===== config.mk =====
export PLATFORM = sky130hd
export DESIGN_NAME = shell_arith_tokenizer
export DESIGN_NICKNAME = d
export VERILOG_FILES = /design/src/hw/rtl/sat_pkg.sv /design/src/hw/rtl/shell_arith_tokenizer.sv /design/src/hw/rtl/sat_front.sv /design/src/hw/rtl/sat_fifo.sv /design/src/hw/rtl/sat_back.sv
export SDC_FILE = /design/constraint.sdc
export NUM_CORES = 1
export LEC_CHECK = 0
export ABC_AREA = 1
export BUFFER_PORTS_ARGS = -buffer_cell sky130_fd_sc_hd__buf_2
export CELL_PAD_IN_SITES_DETAIL_PLACEMENT = 2
export CELL_PAD_IN_SITES_GLOBAL_PLACEMENT = 2
export CORE_UTILIZATION = 28
export DETAILED_ROUTE_END_ITERATION = 10
export PLACE_DENSITY_LB_ADDON = 0.1
export SETUP_SLACK_MARGIN = 0.1
export SYNTH_ARGS = -nofsm -noshare
export SYNTH_HDL_FRONTEND = slang
export SYNTH_SLANG_ARGS = --single-unit
export TNS_END_PERCENT = 100

===== constraint.sdc =====
create_clock -name aclk -period 3.7 [get_ports aclk]
set_input_delay 0.37 -clock aclk [delete_from_list [all_inputs] [get_ports aclk]]
set_output_delay 0.37 -clock aclk [all_outputs]
set_load 0.1 [all_outputs]

===== src/hw/rtl/sat_pkg.sv =====
`timescale 1ns / 1ps
// ----------------------------------------------------------------------------
// sat_pkg
// Shared types, character codes and helpers for the shell arithmetic
// tokenizer.
// ----------------------------------------------------------------------------
package sat_pkg;

    // Deepest parenthesis nesting tracked inside a subshell token.
    localparam int unsigned MAX_DEPTH = 255;
    localparam int unsigned DEPTH_W   = $clog2(MAX_DEPTH + 1);

    // Queue between the classifier and the token engine.
    localparam int unsigned FIFO_AW    = 2;
    localparam int unsigned FIFO_DEPTH = 1 << FIFO_AW;

    localparam logic [7:0] CH_MINUS  = 8'h2D;
    localparam logic [7:0] CH_PLUS   = 8'h2B;
    localparam logic [7:0] CH_STAR   = 8'h2A;
    localparam logic [7:0] CH_SLASH  = 8'h2F;
    localparam logic [7:0] CH_AMP    = 8'h26;
    localparam logic [7:0] CH_PIPE   = 8'h7C;
    localparam logic [7:0] CH_BANG   = 8'h21;
    localparam logic [7:0] CH_TILDE  = 8'h7E;
    localparam logic [7:0] CH_DOLLAR = 8'h24;
    localparam logic [7:0] CH_LPAREN = 8'h28;
    localparam logic [7:0] CH_RPAREN = 8'h29;
    localparam logic [7:0] CH_NL     = 8'h0A;
    localparam logic [7:0] CH_SPACE  = 8'h20;

    localparam logic [1:0] KIND_WORD = 2'd0;
    localparam logic [1:0] KIND_OP   = 2'd1;
    localparam logic [1:0] KIND_SUB  = 2'd2;

    typedef enum logic [4:0] {
        MODE_IDLE   = 5'b00001,
        MODE_WORD   = 5'b00010,
        MODE_DOLLAR = 5'b00100,
        MODE_OP     = 5'b01000,
        MODE_SUB    = 5'b10000
    } mode_t;

    // One classified input transaction as it sits in the queue.
    typedef struct packed {
        logic [7:0] ch;
        logic       eoi;
        logic       is_op;
        logic       is_space;
        logic       is_brk;     // operator, space or newline: ends a word
        logic       is_dollar;
        logic       is_lparen;
        logic       is_rparen;
    } char_item_t;

    function automatic logic is_op_char(input logic [7:0] c);
        return (c == CH_MINUS) || (c == CH_PLUS) || (c == CH_STAR) ||
               (c == CH_SLASH) || (c == CH_AMP) || (c == CH_PIPE) ||
               (c == CH_BANG) || (c == CH_TILDE);
    endfunction

endpackage


===== src/hw/rtl/shell_arith_tokenizer.sv =====
`timescale 1ns / 1ps
// A character accepted at the input is written into the queue, and the token engine then registers its result.
// Throughput: one character per cycle while m_tready does not stall the result channel.
// The four-entry queue lets the input keep flowing while a result waits to be taken.
// A skipped space is consumed without producing a result transaction.
// Reset (aresetn low, synchronous) empties the queue, drops any pending result and
// returns the tokenizer to the idle state between tokens.
// ----------------------------------------------------------------------------
// shell_arith_tokenizer
// Character-stream tokenizer for shell arithmetic text.
// ----------------------------------------------------------------------------
module shell_arith_tokenizer (
    input  logic        aclk,
    input  logic        aresetn,
    input  logic        s_tvalid,
    output logic        s_tready,
    input  logic [7:0]  s_tdata,   // [7:0] ch
    input  logic        s_tlast,   // end_of_input
    output logic        m_tvalid,
    input  logic        m_tready,
    output logic [7:0]  m_tdata,   // [7:0] out_ch
    output logic [3:0]  m_tuser,   // [0] starts_token, [2:1] token_kind, [3] syntax_error
    output logic        m_tlast    // done_res
);

    sat_pkg::char_item_t push_item;
    sat_pkg::char_item_t head_item;
    logic                q_push;
    logic                q_pop;
    logic                q_full;
    logic                q_empty;

    sat_front u_front (
        .s_tvalid (s_tvalid),
        .s_tready (s_tready),
        .s_tdata  (s_tdata),
        .s_tlast  (s_tlast),
        .q_full   (q_full),
        .q_push   (q_push),
        .q_item   (push_item)
    );

    sat_fifo u_fifo (
        .aclk      (aclk),
        .aresetn   (aresetn),
        .push      (q_push),
        .push_item (push_item),
        .full      (q_full),
        .pop       (q_pop),
        .empty     (q_empty),
        .head_item (head_item)
    );

    sat_back u_back (
        .aclk     (aclk),
        .aresetn  (aresetn),
        .q_empty  (q_empty),
        .q_item   (head_item),
        .q_pop    (q_pop),
        .m_tvalid (m_tvalid),
        .m_tready (m_tready),
        .m_tdata  (m_tdata),
        .m_tuser  (m_tuser),
        .m_tlast  (m_tlast)
    );

endmodule


===== src/hw/rtl/sat_front.sv =====
`timescale 1ns / 1ps
// ----------------------------------------------------------------------------
// sat_front
// Accepts input transactions and classifies each character for the token
// engine.
// ----------------------------------------------------------------------------
module sat_front (
    input  logic                  s_tvalid,
    output logic                  s_tready,
    input  logic [7:0]            s_tdata,   // [7:0] ch
    input  logic                  s_tlast,   // end_of_input
    input  logic                  q_full,
    output logic                  q_push,
    output sat_pkg::char_item_t   q_item
);

    logic is_op;
    logic is_space;

    assign s_tready = !q_full;
    assign q_push   = s_tvalid && !q_full;

    assign is_op    = sat_pkg::is_op_char(s_tdata);
    assign is_space = (s_tdata == sat_pkg::CH_SPACE);

    always_comb begin
        q_item.ch        = s_tdata;
        q_item.eoi       = s_tlast;
        q_item.is_op     = is_op;
        q_item.is_space  = is_space;
        q_item.is_brk    = is_op || is_space || (s_tdata == sat_pkg::CH_NL);
        q_item.is_dollar = (s_tdata == sat_pkg::CH_DOLLAR);
        q_item.is_lparen = (s_tdata == sat_pkg::CH_LPAREN);
        q_item.is_rparen = (s_tdata == sat_pkg::CH_RPAREN);
    end

endmodule


===== src/hw/rtl/sat_fifo.sv =====
`timescale 1ns / 1ps
// ----------------------------------------------------------------------------
// sat_fifo
// Short first-word-fall-through queue of classified characters between the
// front and back parts.
// ----------------------------------------------------------------------------
module sat_fifo (
    input  logic                  aclk,
    input  logic                  aresetn,
    input  logic                  push,
    input  sat_pkg::char_item_t   push_item,
    output logic                  full,
    input  logic                  pop,
    output logic                  empty,
    output sat_pkg::char_item_t   head_item
);

    sat_pkg::char_item_t                  mem_reg [sat_pkg::FIFO_DEPTH];
    logic [sat_pkg::FIFO_AW-1:0]          wr_ptr_reg, wr_ptr_next;
    logic [sat_pkg::FIFO_AW-1:0]          rd_ptr_reg, rd_ptr_next;
    logic [sat_pkg::FIFO_AW:0]            count_reg, count_next;

    assign full      = (count_reg == (sat_pkg::FIFO_AW+1)'(sat_pkg::FIFO_DEPTH));
    assign empty     = (count_reg == '0);
    assign head_item = mem_reg[rd_ptr_reg];

    always_comb begin
        wr_ptr_next = push ? wr_ptr_reg + 1'b1 : wr_ptr_reg;
        rd_ptr_next = pop  ? rd_ptr_reg + 1'b1 : rd_ptr_reg;
        count_next  = count_reg;
        if (push && !pop) begin
            count_next = count_reg + 1'b1;
        end else if (pop && !push) begin
            count_next = count_reg - 1'b1;
        end
    end

    always_ff @(posedge aclk) begin
        if (!aresetn) begin
            wr_ptr_reg <= '0;
            rd_ptr_reg <= '0;
            count_reg  <= '0;
        end else begin
            wr_ptr_reg <= wr_ptr_next;
            rd_ptr_reg <= rd_ptr_next;
            count_reg  <= count_next;
        end
    end

    always_ff @(posedge aclk) begin
        if (push) begin
            mem_reg[wr_ptr_reg] <= push_item;
        end
    end

endmodule


===== src/hw/rtl/sat_back.sv =====
`timescale 1ns / 1ps
// ----------------------------------------------------------------------------
// sat_back
// Token engine: walks the tokenizer mode for each queued character and
// drives the registered result channel.
// ----------------------------------------------------------------------------
module sat_back (
    input  logic                  aclk,
    input  logic                  aresetn,
    input  logic                  q_empty,
    input  sat_pkg::char_item_t   q_item,
    output logic                  q_pop,
    output logic                  m_tvalid,
    input  logic                  m_tready,
    output logic [7:0]            m_tdata,   // [7:0] out_ch
    output logic [3:0]            m_tuser,   // [0] starts_token, [2:1] token_kind,
                                             // [3] syntax_error
    output logic                  m_tlast    // done_res
);

    sat_pkg::mode_t                 mode_reg, mode_next;
    logic [7:0]                     held_reg, held_next;
    logic [sat_pkg::DEPTH_W-1:0]    depth_reg, depth_next, depth_dec;
    logic                           err_reg, err_next;

    logic                           valid_reg, valid_next;
    logic [7:0]                     ch_reg, ch_next;
    logic                           start_reg, start_next;
    logic [1:0]                     kind_reg, kind_next;
    logic                           done_reg, done_next;
    logic                           serr_reg, serr_next;

    logic                           has_res;
    logic                           new_token;
    logic                           out_free;

    assign out_free = !valid_reg || m_tready;
    assign q_pop    = !q_empty && out_free;

    assign depth_dec = (depth_reg != '0) ? depth_reg - 1'b1 : depth_reg;

    always_comb begin
        mode_next  = mode_reg;
        held_next  = held_reg;
        depth_next = depth_reg;
        err_next   = err_reg;
        has_res    = 1'b1;
        new_token  = 1'b0;
        ch_next    = q_item.ch;
        start_next = 1'b0;
        kind_next  = sat_pkg::KIND_WORD;
        done_next  = 1'b0;
        serr_next  = 1'b0;

        if (q_item.eoi) begin
            ch_next    = '0;
            done_next  = 1'b1;
            serr_next  = err_reg || (mode_reg == sat_pkg::MODE_SUB);
            mode_next  = sat_pkg::MODE_IDLE;
            held_next  = '0;
            depth_next = '0;
            err_next   = 1'b0;
        end else begin
            unique case (mode_reg)
                sat_pkg::MODE_SUB: begin
                    kind_next = sat_pkg::KIND_SUB;
                    if (q_item.is_lparen) begin
                        if (depth_reg >= sat_pkg::DEPTH_W'(sat_pkg::MAX_DEPTH)) begin
                            err_next   = 1'b1;
                            depth_next = sat_pkg::DEPTH_W'(sat_pkg::MAX_DEPTH);
                        end else begin
                            depth_next = depth_reg + 1'b1;
                        end
                    end else if (q_item.is_rparen) begin
                        depth_next = depth_dec;
                        if (depth_dec == '0) begin
                            mode_next = sat_pkg::MODE_IDLE;
                        end
                    end
                end
                sat_pkg::MODE_OP: begin
                    if (q_item.ch == held_reg) begin
                        mode_next = sat_pkg::MODE_IDLE;
                        held_next = '0;
                        kind_next = sat_pkg::KIND_OP;
                    end else begin
                        held_next = '0;
                        new_token = 1'b1;
                    end
                end
                sat_pkg::MODE_DOLLAR: begin
                    if (q_item.is_lparen) begin
                        mode_next  = sat_pkg::MODE_SUB;
                        depth_next = sat_pkg::DEPTH_W'(1);
                        kind_next  = sat_pkg::KIND_SUB;
                    end else if (!q_item.is_brk) begin
                        mode_next = sat_pkg::MODE_WORD;
                    end else begin
                        new_token = 1'b1;
                    end
                end
                sat_pkg::MODE_WORD: begin
                    if (q_item.is_brk) begin
                        new_token = 1'b1;
                    end
                end
                sat_pkg::MODE_IDLE: begin
                    new_token = 1'b1;
                end
                default: begin
                    new_token = 1'b1;
                end
            endcase

            if (new_token) begin
                if (q_item.is_space) begin
                    mode_next = sat_pkg::MODE_IDLE;
                    has_res   = 1'b0;
                end else if (q_item.is_op) begin
                    mode_next  = sat_pkg::MODE_OP;
                    held_next  = q_item.ch;
                    start_next = 1'b1;
                    kind_next  = sat_pkg::KIND_OP;
                end else begin
                    mode_next  = q_item.is_dollar ? sat_pkg::MODE_DOLLAR
                                                  : sat_pkg::MODE_WORD;
                    start_next = 1'b1;
                    kind_next  = sat_pkg::KIND_WORD;
                end
            end
        end
    end

    // A skipped space is popped without loading a result.
    always_comb begin
        if (q_pop) begin
            valid_next = has_res;
        end else if (m_tready) begin
            valid_next = 1'b0;
        end else begin
            valid_next = valid_reg;
        end
    end

    always_ff @(posedge aclk) begin
        if (!aresetn) begin
            mode_reg  <= sat_pkg::MODE_IDLE;
            held_reg  <= '0;
            depth_reg <= '0;
            err_reg   <= 1'b0;
            valid_reg <= 1'b0;
        end else begin
            valid_reg <= valid_next;
            if (q_pop) begin
                mode_reg  <= mode_next;
                held_reg  <= held_next;
                depth_reg <= depth_next;
                err_reg   <= err_next;
            end
        end
    end

    always_ff @(posedge aclk) begin
        if (q_pop) begin
            ch_reg    <= ch_next;
            start_reg <= start_next;
            kind_reg  <= kind_next;
            done_reg  <= done_next;
            serr_reg  <= serr_next;
        end
    end

    assign m_tvalid = valid_reg;
    assign m_tdata  = ch_reg;
    assign m_tuser  = {serr_reg, kind_reg, start_reg};
    assign m_tlast  = done_reg;

endmodule


**Yosys cells after proc, flatten, opt, wreduce, memory -nomap -nowiden**

Memories as Yosys holds them, arrays and structs flattened. A register that Yosys moved wholly into a read port is not among the register bits.
Index checks and enable logic that the tools add are counted.

- Register bits after elaboration: 43
- Memory bits (writable): 60
- Bits of input ports: 13
- Output and inout port bits: 15
- Word-level logic and storage cells: 133
- Memories: 1

Memory list:

| name | words | width | rd ports | clocked after memory_dff | wr ports | line | text |
|---|---|---|---|---|---|---|---|
| u_fifo.mem_reg | 4 | 15 | 1 | 1 | 1 | sat_fifo.sv:18 | `sat_pkg::char_item_t mem_reg [sat_pkg::FIFO_DEPTH];` |

- Add/sub/neg operators: 6
- Order comparisons: 1
- Equality and inequality tests: 26
- Mux-type cells: 51
- Bitwise operators: 1
- Reductions and logical operators: 34

Operators by type and width:

| kind | count |
|---|---|
| $mux W8 | 11 |
| $eq A8 B6 Y1 const B | 10 |
| $mux W5 | 10 |
| $mux W1 | 18 |
| $eq A8 B7 Y1 const B | 2 |
| $ne A4 B4 Y1 const B | 4 |
| $pmux W8 S2 | 1 |
| $pmux W5 S3 | 1 |
| $logic_or A1 B1 Y1 | 11 |
| $mux W2 | 5 |
| $reduce_bool A2 Y1 | 5 |
| $mux W3 | 3 |
| $add A8 B1 Y8 const B | 1 |
| $eq A8 B4 Y1 const B | 1 |
| $eq A8 B8 Y1 | 1 |
| $ge A8 B8 Y1 const B | 1 |
| $logic_not A8 Y1 | 1 |
| $reduce_and A4 Y1 | 2 |
| $reduce_bool A8 Y1 | 1 |
| $sub A8 B1 Y8 const B | 1 |
| $reduce_and A7 Y1 | 1 |
| $pmux W2 S3 | 1 |
| $eq A5 B2 Y1 const B | 1 |
| $eq A5 B3 Y1 const B | 1 |
| 17 further kinds | 25 |

**Longest topological paths before layout**

Gate-level depths: netlist (run 1).

- Word-level depth: 10
- Depth in mapped cells: 19
- Gate-level depth less buffers: 18

**Modules after synthesis**

From an unflattened synthesis (run 1), not the netlist that was laid out.

- Cells, all modules: 614
- Area total of the unflattened synthesis: 5496.5 µm²

Modules (own cells, without submodules):

| module | times used | cells each | area an instance (µm²) | sequential area each (µm²) |
|---|---|---|---|---|
| sat_fifo | 1 | 203 | 2788.9 | 1981.9 |
| sat_back | 1 | 359 | 2419.8 | 850.8 |
| sat_front | 1 | 52 | 287.8 | 0.0 |

**Worst setup path before layout (run 1)**

No wires, ideal clock.

- Path kind: flip-flop to flip-flop
- Start point: reg u_fifo.count_reg[0] (netlist name)
- End point: reg u_fifo.count_reg[1] (netlist name)
- Setup time: 120 ps
- Arrival time: 2608 ps
- Required time: 3580 ps
- Slack: 972 ps
- Cell stages (with the launch flop): 10
- Path buffers: 0
- Clock period less this slack: 2728 ps
- Path through: dfxtp_1 > inv_1 > nand3_1 > nand2_1 > inv_1 > ha_1 > inv_1 > fa_1 > o21ai_0 > a21oi_1

- Elaborated cells between the ends (all ways): 15
- Those cells by class: 2 x add/sub; 1 x eq/ne; 2 x mux; 10 x reduce/logical

RTL lines:

| what | line | text |
|---|---|---|
| start: declaration | sat_fifo.sv:21 | `logic [sat_pkg::FIFO_AW:0] count_reg, count_next;` |
| start signal: assignment | sat_fifo.sv:46 | `count_reg <= count_next;` |
| $eq A3 B3 Y1 | sat_fifo.sv:23 | `assign full = (count_reg == (sat_pkg::FIFO_AW+1)'(sat_pkg::FIFO_DEPTH));` |
| $logic_not A1 Y1 | - |  |
| named net s_tready | shell_arith_tokenizer.sv:16 | `output logic s_tready,` |
| $logic_and A1 B1 Y1 | sat_front.sv:21 | `assign q_push = s_tvalid && !q_full;` |
| named net q_push | shell_arith_tokenizer.sv:28 | `logic q_push;` |
| $logic_and A1 B1 Y1 | sat_fifo.sv:31 | `if (push && !pop) begin` |
| $mux W3 | sat_fifo.sv:31 |  |
| named net u_fifo.count_next (one bit) | sat_fifo.sv:21 |  |

The timed path passes the listed nets, and every way through them passes these cells. The select of a mux whose other input is x is not followed.
A chain may end at the register's enable or synchronous reset.

==> impl_metrics.tcl, run 1 <==
set metrics [dict create \
    hpwl_mm 11.2 \
    stdcell_count 881 \
    fin_crit_sh_pct 69.0 \
    grt_pass1_wl_mm 24.7 \
    placed_area_sq_um 5590 \
    die_area_sq_um 19200 \
    htreeDepth 3 \
    slew_violations 0 \
    synth_area_sq_um 5210 \
    fin_area_sq_um 5910 \
    ys_top_cells_by_area "edfxtp_1 42%, nand2_1 13%, dfxtp_1 12%, nand3_1 6.3%, nor2_1 5.1%" \
    wire_per_inst_um 17.4 \
    yosys-top-cells-count "175 x nand2_1, 73 x edfxtp_1, 71 x nor2_1" \
    clk_latency_ns 0.36 \
    syn-num-nets 640 \
    diodes 0 \
    arrival_ns 2.80 \
    slew_headroom_pct 36.9 \
    period_needed_ns 2.55 \
    setup-tns-final_ns 0 \
    cp_data_required_time_ns 3.95 \
    synth-seq-cells 105 \
    clockBufferDepth 2 \
    globalRouteTotalUtil_pct 16.8 \
    start_kind "flop" \
    drt_wl_total_mm 15.3 \
    dp_cells 865 \
    drc_errors 4 \
    synth_largest_area_cell "edfxtp_1" \
    violations "design-rule violations" \
    hold_buffers 0 \
    grt_pass1_vias 4529 \
    synthArstFlopShare_pct 0 \
    hold_viol_final 0 \
    worstSetupPathType "flop to flop" \
    synth.top_cell.area_share_pct 42.0 \
    finClkSkew_ns 0.0105 \
    final_layout_size_suffix_gt1_share_pct 10.4 \
    path_clk_slew_ns 0.07 \
    synth_edf_count 73 \
    grt_setup_unrepaired "no" \
    clockRootBuffer "clkbuf_16" \
    core_area_sq_um 18100 \
    grt_antenna_before_repair 0 \
    io_buffers 27 \
    largest_reg_flops 60 \
    cts_buffers 9 \
    seq_area_frac_synth_pct 54.3 \
    tightest_slew_ns 0.938 \
    synth_ff_type "edfxtp_1" \
    overflow 0 \
    grt_max_degree 31 \
    vias_per_cell 4.79 \
    cts_setup_buffers 0 \
    cts_tree "built" \
    ys_warn_count 0 \
    setup_viol 0 \
    ys_types 34 \
    post_cts_resized 0 \
    die_y_um 138 \
    place.gp.congestion 0.732 \
    hp-class "input pin to flop" \
    drtIter0Drc 174 \
    row_count 49 \
    io_pins 28 \
    syn-mean-instance-area_sq_um 8.42 \
    crit_fanout 30 \
    synth_most_common_cell "nand2_1" \
    first_pass_iters 7 \
    syn_inst 619 \
    cts.sinks 105 \
    end_kind "flop" \
    fmax_ghz 0.392 \
    num-nets-final 668 \
    die_w_um 138 \
    initial_utilization_pct 28.8 \
    vias 4224 \
    ant_nets 0 \
    maxCapViolCount 0 \
    status "finished with violations" \
    syn2layout_area_growth_pct 13.3 \
]
stage by stage:
step,setup slack [ns],util (%),hold slack (ns)
global placement,1.25,30.9,0.453
detailed placement,1.14,30.9,0.465
global route,0.861,32.7,0.228
floorplan,0.972,-,0.436
finish,1.15,32.7,0.231
CTS,1.11,32.7,0.219
cell families after synthesis:
kind of cell	share of synthesized area (%)
flip-flops	54.3
AND/OR/NAND/NOR	27.1
adder cells (fa/ha/maj)	2.06
XOR/XNOR	0.672
AO/OA/AOI/OAI	8.28
buffers and inverters	7.51
layout make-up:
class,instances,area (sq um)
Clock buffer,11,253
Timing Repair Buffer,35,195
Fill cell,2053,12200
Tap cell,229,287
Clock inverter,5,67.6
Multi-Input combinational cell,423,2000
Inverter,73,277
Sequential cell,105,2830
critical path, cell delays in order, from the launching register on:
cell and delay (ns):
dfxtp_1 0.32, inv_2 0.38, nand2_1 0.10, nand3_1 0.10
nand2_1 0.26, nand2_1 0.21, nand2_1 0.07, a21oi_1 0.31
nand2_4 0.16, nor2_8 0.18, nand2_4 0.09, nand2_4 0.10
nand2_1 0.06, nand2_1 0.05, nor2_1 0.05
path summary, 6_finish.rpt:
check	start	end	slack [ns]	cells past startpoint
setup / recovery	flop	u_back.mode_reg[3]$_SDFFE_PN0P_	1.15	14
hold / removal	s_tlast	u_fifo.mem_reg[2][6]$_DFFE_PP_	0.23	1
hold reg to reg	u_fifo.rd_ptr_reg[1]$_SDFFE_PN0P_	flop	0.47	2
setup reg to reg	flop	u_back.mode_reg[3]$_SDFFE_PN0P_	1.15	14
layout by cell type (no fill, tap or decap):
master     netlist  routed
buf_2            5      27
xnor2_1          2       2
nor2_2           2       2
nand4_1          5       5
nor2_8           1       1
edfxtp_1        73      73
xor2_1           2       2
nand2_4          4       4
bufinv_16        0       1
a22oi_1          4       4
o21ai_1          3       3
fa_1             1       1
nor3_1           3       3
o221a_2          1       1
o22ai_1          2       2
clkbuf_8         0       2
nand2_1        175     175
inv_6            0       3
o21ai_0         25      25
a21oi_1         34      34
a31oi_1          3       2
o211ai_1         3       3
clkinv_1         2       2
o41ai_1          1       1
nand2_2          2       2
inv_8            0       1
dfxtp_1         32      32
a31oi_2          0       1
nor4_1           4       4
buf_4            7       8
inv_1           65      65
nor2_1          71      71
a32oi_1          2       2
nand3_1         66      66
inv_2            5       5
ha_1             7       7
inv_4            1       1
clkbuf_16        0       9
per-layer routing:
metal / global-route usage, % / wire [um]
met1: 22.2 / 7520
met2: 28.0 / 7130
met5: 0 / 0
met4: 5.20 / 229
met3: 3.05 / 430
Power of run 1 is left out: the tool's default activity adds up to more than one toggle a clock period on the data nets, which glitch-free logic cannot reach.
==> run 2: changes to the inputs <==
==> constraint.sdc (replaced) <==
create_clock -name aclk -period 2.55 [get_ports aclk]
set_input_delay 0.255 -clock aclk [delete_from_list [all_inputs] [get_ports aclk]]
set_output_delay 0.255 -clock aclk [all_outputs]
set_load 0.1 [all_outputs]
==> run 2 against run 1 <==
The flow still finishes with violations (design-rule violations); clock skew down 0.0010 ns; hold slack worse by 0.11 ns; fmax up 14%; register-to-register slack worse by 0.83 ns; first-iteration DRC count down 16%; core utilization up 0.76 points; design area up 2.3%; clock-buffer cell count down 2; global-route usage up 0.31 points; sequential share of layout area down 1.0 points; non-clock buffer count up 9; flip-flop and latch count unchanged; highest routed layer unchanged.
==> impl_metrics.tcl, run 2 (synthesis results as in run 1) <==
set metrics [dict create \
    status "finished with violations" \
    violations "design-rule violations" \
    start_kind "flop" \
    finClkSkew_ns 0.00947 \
    largest_reg_flops 60 \
    cp_data_required_time_ns 2.81 \
    tightest_slew_ns 0.745 \
    drtIter0Drc 147 \
    drc_errors 6 \
    drt_wl_total_mm 15.4 \
    hp-class "input pin to flop" \
    period_needed_ns 2.23 \
    grt_antenna_before_repair 0 \
    io_buffers 27 \
    stdcell_count 890 \
    fin_util_pct 33.4 \
    layout_common_cells "173 x nand2_1, 73 x edfxtp_1, 68 x nor2_1" \
    core_area_sq_um 18100 \
    initial_utilization_pct 28.8 \
    setup-tns-final_ns 0 \
    globalRouteTotalUtil_pct 17.1 \
    diodes 0 \
    setup_viol 0 \
    die_w_um 138 \
    wire_per_inst_um 17.3 \
    htreeDepth 3 \
    maxCapViolCount 0 \
    arrival_ns 2.49 \
    crit_fanout 30 \
    mostFrequentLayoutCell "nand2_1" \
    row_count 49 \
    die_y_um 138 \
    slew_headroom_pct 49.7 \
    slew_violations 0 \
    ant_nets 0 \
    clk_latency_ns 0.36 \
    hold_viol_final 0 \
    end_kind "flop" \
    grt_pass1_vias 4652 \
    num-nets-final 677 \
    clockRootBuffer "clkbuf_16" \
    fmax_ghz 0.448 \
    overflow 0 \
    cts.sinks 105 \
    cts_buffers 9 \
    grt_max_degree 31 \
    worstSetupPathType "flop to flop" \
    vias 4279 \
    hpwl_mm 11.4 \
    hold_buffers 0 \
    io_pins 28 \
    grt_pass1_wl_mm 25.4 \
    clockBufferDepth 2 \
    vias_per_cell 4.81 \
    syn2layout_area_growth_pct 15.9 \
    first_pass_iters 9 \
    path_clk_slew_ns 0.07 \
    die_area_sq_um 19200 \
    dp_cells 874 \
    place.gp.congestion 0.713 \
    cts_tree "built" \
    fin_crit_sh_pct 87.5 \
    grt_setup_unrepaired "yes" \
    final_layout_size_suffix_gt1_share_pct 13.9 \
    fin_hold_ws_ns 0.123 \
]
[run 2: changes by cell type in the layout (fill, tap and decap cells not counted), sizes merged]
| cell | delta |
|---|---|
| clkbuf | -2 |
| clkinvlp | +2 |
| buf | +9 |
| clkinv | +1 |
| inv | -1 |
[run 2: cell type report]
type,count,area (sq um)
clock inverters,7,91.3
fillers,2047,12000
multi-input cells,423,2040
repair buffers,44,283
flip-flops and latches,105,2840
inverters,73,285
well taps,229,287
clock buffers,9,225
[run 2: worst paths after layout]
check / depth (start not counted) / start / slack [ns] / to
max: 17 / flop / 0.32 / u_back.held_reg[3]$_SDFFE_PN0P_
min: 1 / s_tlast / 0.12 / u_fifo.mem_reg[3][6]$_DFFE_PP_
max reg2reg: 17 / flop / 0.32 / u_back.held_reg[3]$_SDFFE_PN0P_
min reg2reg: 2 / u_fifo.rd_ptr_reg[1]$_SDFFE_PN0P_ / 0.48 / flop
[run 2: layer usage]
layer	vias up	track usage [%]	routed length (um)
met3	11	3.08	329
met5	-	0	0
met1	2111	23.6	7780
li1	2119	-	-
met4	0	3.90	141
met2	38	28.0	7180
[run 2: timing repair]
item / CTS / global route
endpoints found under the setup margin: 3 / 20
buffers inserted: 0 / 0
gates resized for setup: 2 / 21
[run 2: critical path, cell delays in order (launching register included)]
cell and delay [ns]:
dfxtp_2 0.35, buf_12 0.17, nand2_1 0.08, nand3_1 0.16, nand2_1 0.17, nand2_1 0.07
nand2_1 0.05, nand2_1 0.06, nor2_2 0.13, nand2_1 0.09, nand2_2 0.11, nand2_4 0.11
nand2_1 0.16, inv_2 0.10, nand2_1 0.07, nand3_1 0.09, nand2_1 0.09, inv_1 0.04
[run 2: metrics by stage]
stage	setup slack [ns]	area [sq um]
floorplan	0.184	5220
global placement	0.148	5660
detailed placement	0.142	5660
CTS	0.102	5980
global route	0.0857	6040
finish	0.318	6040
Power of run 2 is left out for the same reason.
==> run 3: changes to the inputs <==
--- a/config.mk
+++ b/config.mk
@@ -12,6 +12,7 @@
 export CORE_UTILIZATION = 28
 export DETAILED_ROUTE_END_ITERATION = 10
 export PLACE_DENSITY_LB_ADDON = 0.1
+export REMOVE_ABC_BUFFERS = 1
 export SETUP_SLACK_MARGIN = 0.1
 export SYNTH_ARGS = -nofsm -noshare
 export SYNTH_HDL_FRONTEND = slang
==> run 3 against run 2 <==
The run still ends with design-rule violations left; clock skew hardly changed; non-clock buffer count increased by 4; first-iteration DRC count grew 17%; final cell count up 0.56%; sequential share of layout area decreased by 0.46 points; fmax down 1.3%; core utilization up 0.35 points; critical endpoint is now u_back.mode_reg[4]$_SDFFE_PN0P_; highest routed layer unchanged.
==> impl_metrics.tcl, run 3 (synthesis results as in run 1) <==
set metrics [dict create \
    status "finished with violations" \
    violations "design-rule violations" \
    grt_max_degree 31 \
    fin_hold_ws_ns 0.109 \
    start_kind "flop" \
    arrival_ns 2.52 \
    cp_data_required_time_ns 2.81 \
    worstReg2RegEnd "u_back.mode_reg[4]$_SDFFE_PN0P_" \
    holdCritStartpoint "s_tlast" \
    tightest_slew_ns 0.799 \
    drc_errors 6 \
    worstSetupPathType "flop to flop" \
    finClkSkew_ns 0.00945 \
    grt_setup_unrepaired "no" \
    slew_violations 0 \
    slew_headroom_pct 46.2 \
    worst_slack_ns 0.290 \
    hold_path_depth 1 \
    grt_pass1_wl_mm 25.9 \
    hold_viol_final 0 \
    path_clk_slew_ns 0.08 \
    die_y_um 138 \
    stdcell_count 895 \
    row_count 49 \
    hpwl_mm 11.5 \
    vias_per_cell 4.81 \
    dp_worst_setup_slack_ns 0.0800 \
    num-nets-final 682 \
    die_area_sq_um 19200 \
    syn2layout_area_growth_pct 17.1 \
    mostFrequentLayoutCell "nand2_1" \
    grt_pass1_vias 4703 \
    powerDensity_nw_per_um2 1480 \
    fin_crit_sh_pct 88.6 \
    final_layout_size_suffix_gt1_share_pct 14.3 \
    drt_wl_total_mm 16.0 \
    leakage_nw 2.51 \
    setup_viol 0 \
    largest_reg_flops 60 \
    htreeDepth 3 \
    first_pass_iters 7 \
    overflow 0 \
    initial_utilization_pct 28.8 \
    wire_per_inst_um 17.9 \
    period_needed_ns 2.26 \
    worstHoldEndpoint "u_fifo.mem_reg[0][6]$_DFFE_PP_" \
    cts_tree "built" \
    globalRouteTotalUtil_pct 17.6 \
    end_kind "flop" \
    cts.sinks 105 \
    drtIter0Drc 172 \
    diodes 0 \
    grt_antenna_before_repair 0 \
    fmax_ghz 0.442 \
    dp_cells 876 \
    vdd_ir_drop_max_mv 0.448 \
    r2r_cells 15 \
    fin_util_pct 33.8 \
    rrSetupSlack_ns 0.29 \
    clk_latency_ns 0.36 \
    total_power_w 0.00906 \
    io_pins 28 \
    place.gp.congestion 0.754 \
    layout_common_cells "171 x nand2_1, 73 x edfxtp_1, 70 x nor2_1" \
    hp-class "input pin to flop" \
    ant_nets 0 \
    vias 4309 \
    crit_fanout 8 \
    maxCapViolCount 0 \
    core_area_sq_um 18100 \
    die_w_um 138 \
    io_buffers 27 \
    hold_buffers 0 \
    clockRootBuffer "clkbuf_16" \
    cts_buffers 9 \
    clockBufferDepth 2 \
]
==> run 3: critical path: stages, from the launching register on <==
cell and delay (ns):
dfxtp_4 0.39, clkinv_4 0.11, buf_4 0.14, nand2_1 0.05
nand3_1 0.06, nand2_1 0.14, nand2_1 0.17, nand2_1 0.07
a21oi_1 0.32, nand2_4 0.17, nor2_8 0.17, nand2_4 0.08
nand2_4 0.09, nand2_1 0.06, nand2_1 0.07, nor2_1 0.04
==> run 3: how the worst max path moves through the flow <==
stage,end,depth (start not counted)
global placement,u_back.m_tvalid$_SDFFE_PN0P_,14
floorplan,u_fifo.count_reg[1]$_SDFFE_PN0P_,9
global route,u_back.mode_reg[4]$_SDFFE_PN0P_,19
detailed placement,u_back.m_tvalid$_SDFFE_PN0P_,14
CTS,u_back.held_reg[4]$_SDFFE_PN0P_,19
finish,u_back.mode_reg[4]$_SDFFE_PN0P_,15
==> run 3: report_power, final <==
part	internal, W	switching [W]	total (W)	leakage [nW]
registers	0.00231	0.000233	0.00254	0.925
clock network	0.000682	0.000705	0.00139	0.132
logic	0.00140	0.00374	0.00513	1.45
total	0.00438	0.00467	0.00906	2.51
==> run 3: per-layer routing <==
layer | vias up | wire, um | GRT usage (%)
li1 | 2123 | - | -
met1 | 2131 | 7920 | 23.7
met2 | 47 | 7470 | 29.5
met3 | 8 | 467 | 3.43
met4 | 0 | 125 | 3.55
met5 | - | 0 | 0
==> run 3: area by class of cell <==
cell class	count	area, sq um
clock buffer	9	225
clock inverter	7	65.1
fill	2044	12000
inverter	73	284
multi-input combinational	423	2050
sequential	105	2840
tap	229	287
timing repair buffer	48	355
timing repair inverter	1	6.26
==> run 3: what timing repair did <==
item                       in CTS  in global routing
gates cloned                    0                  2
pin swaps                       0                  1
setup buffers                   0                  1
gates resized for setup         1                 28
setup endpoints to repair       1                 17
==> run 3: through the flow <==
| stage | setup TNS [ns] | area (sq um) |
|---|---|---|
| detailed placement | 0 | 5680 |
| finish | 0 | 6110 |
| CTS | 0 | 5970 |
| global route | 0 | 6110 |
| global placement | 0 | 5680 |
| floorplan | -16.74 | 5100 |
Note: power is estimated with default switching activity, not from simulation.
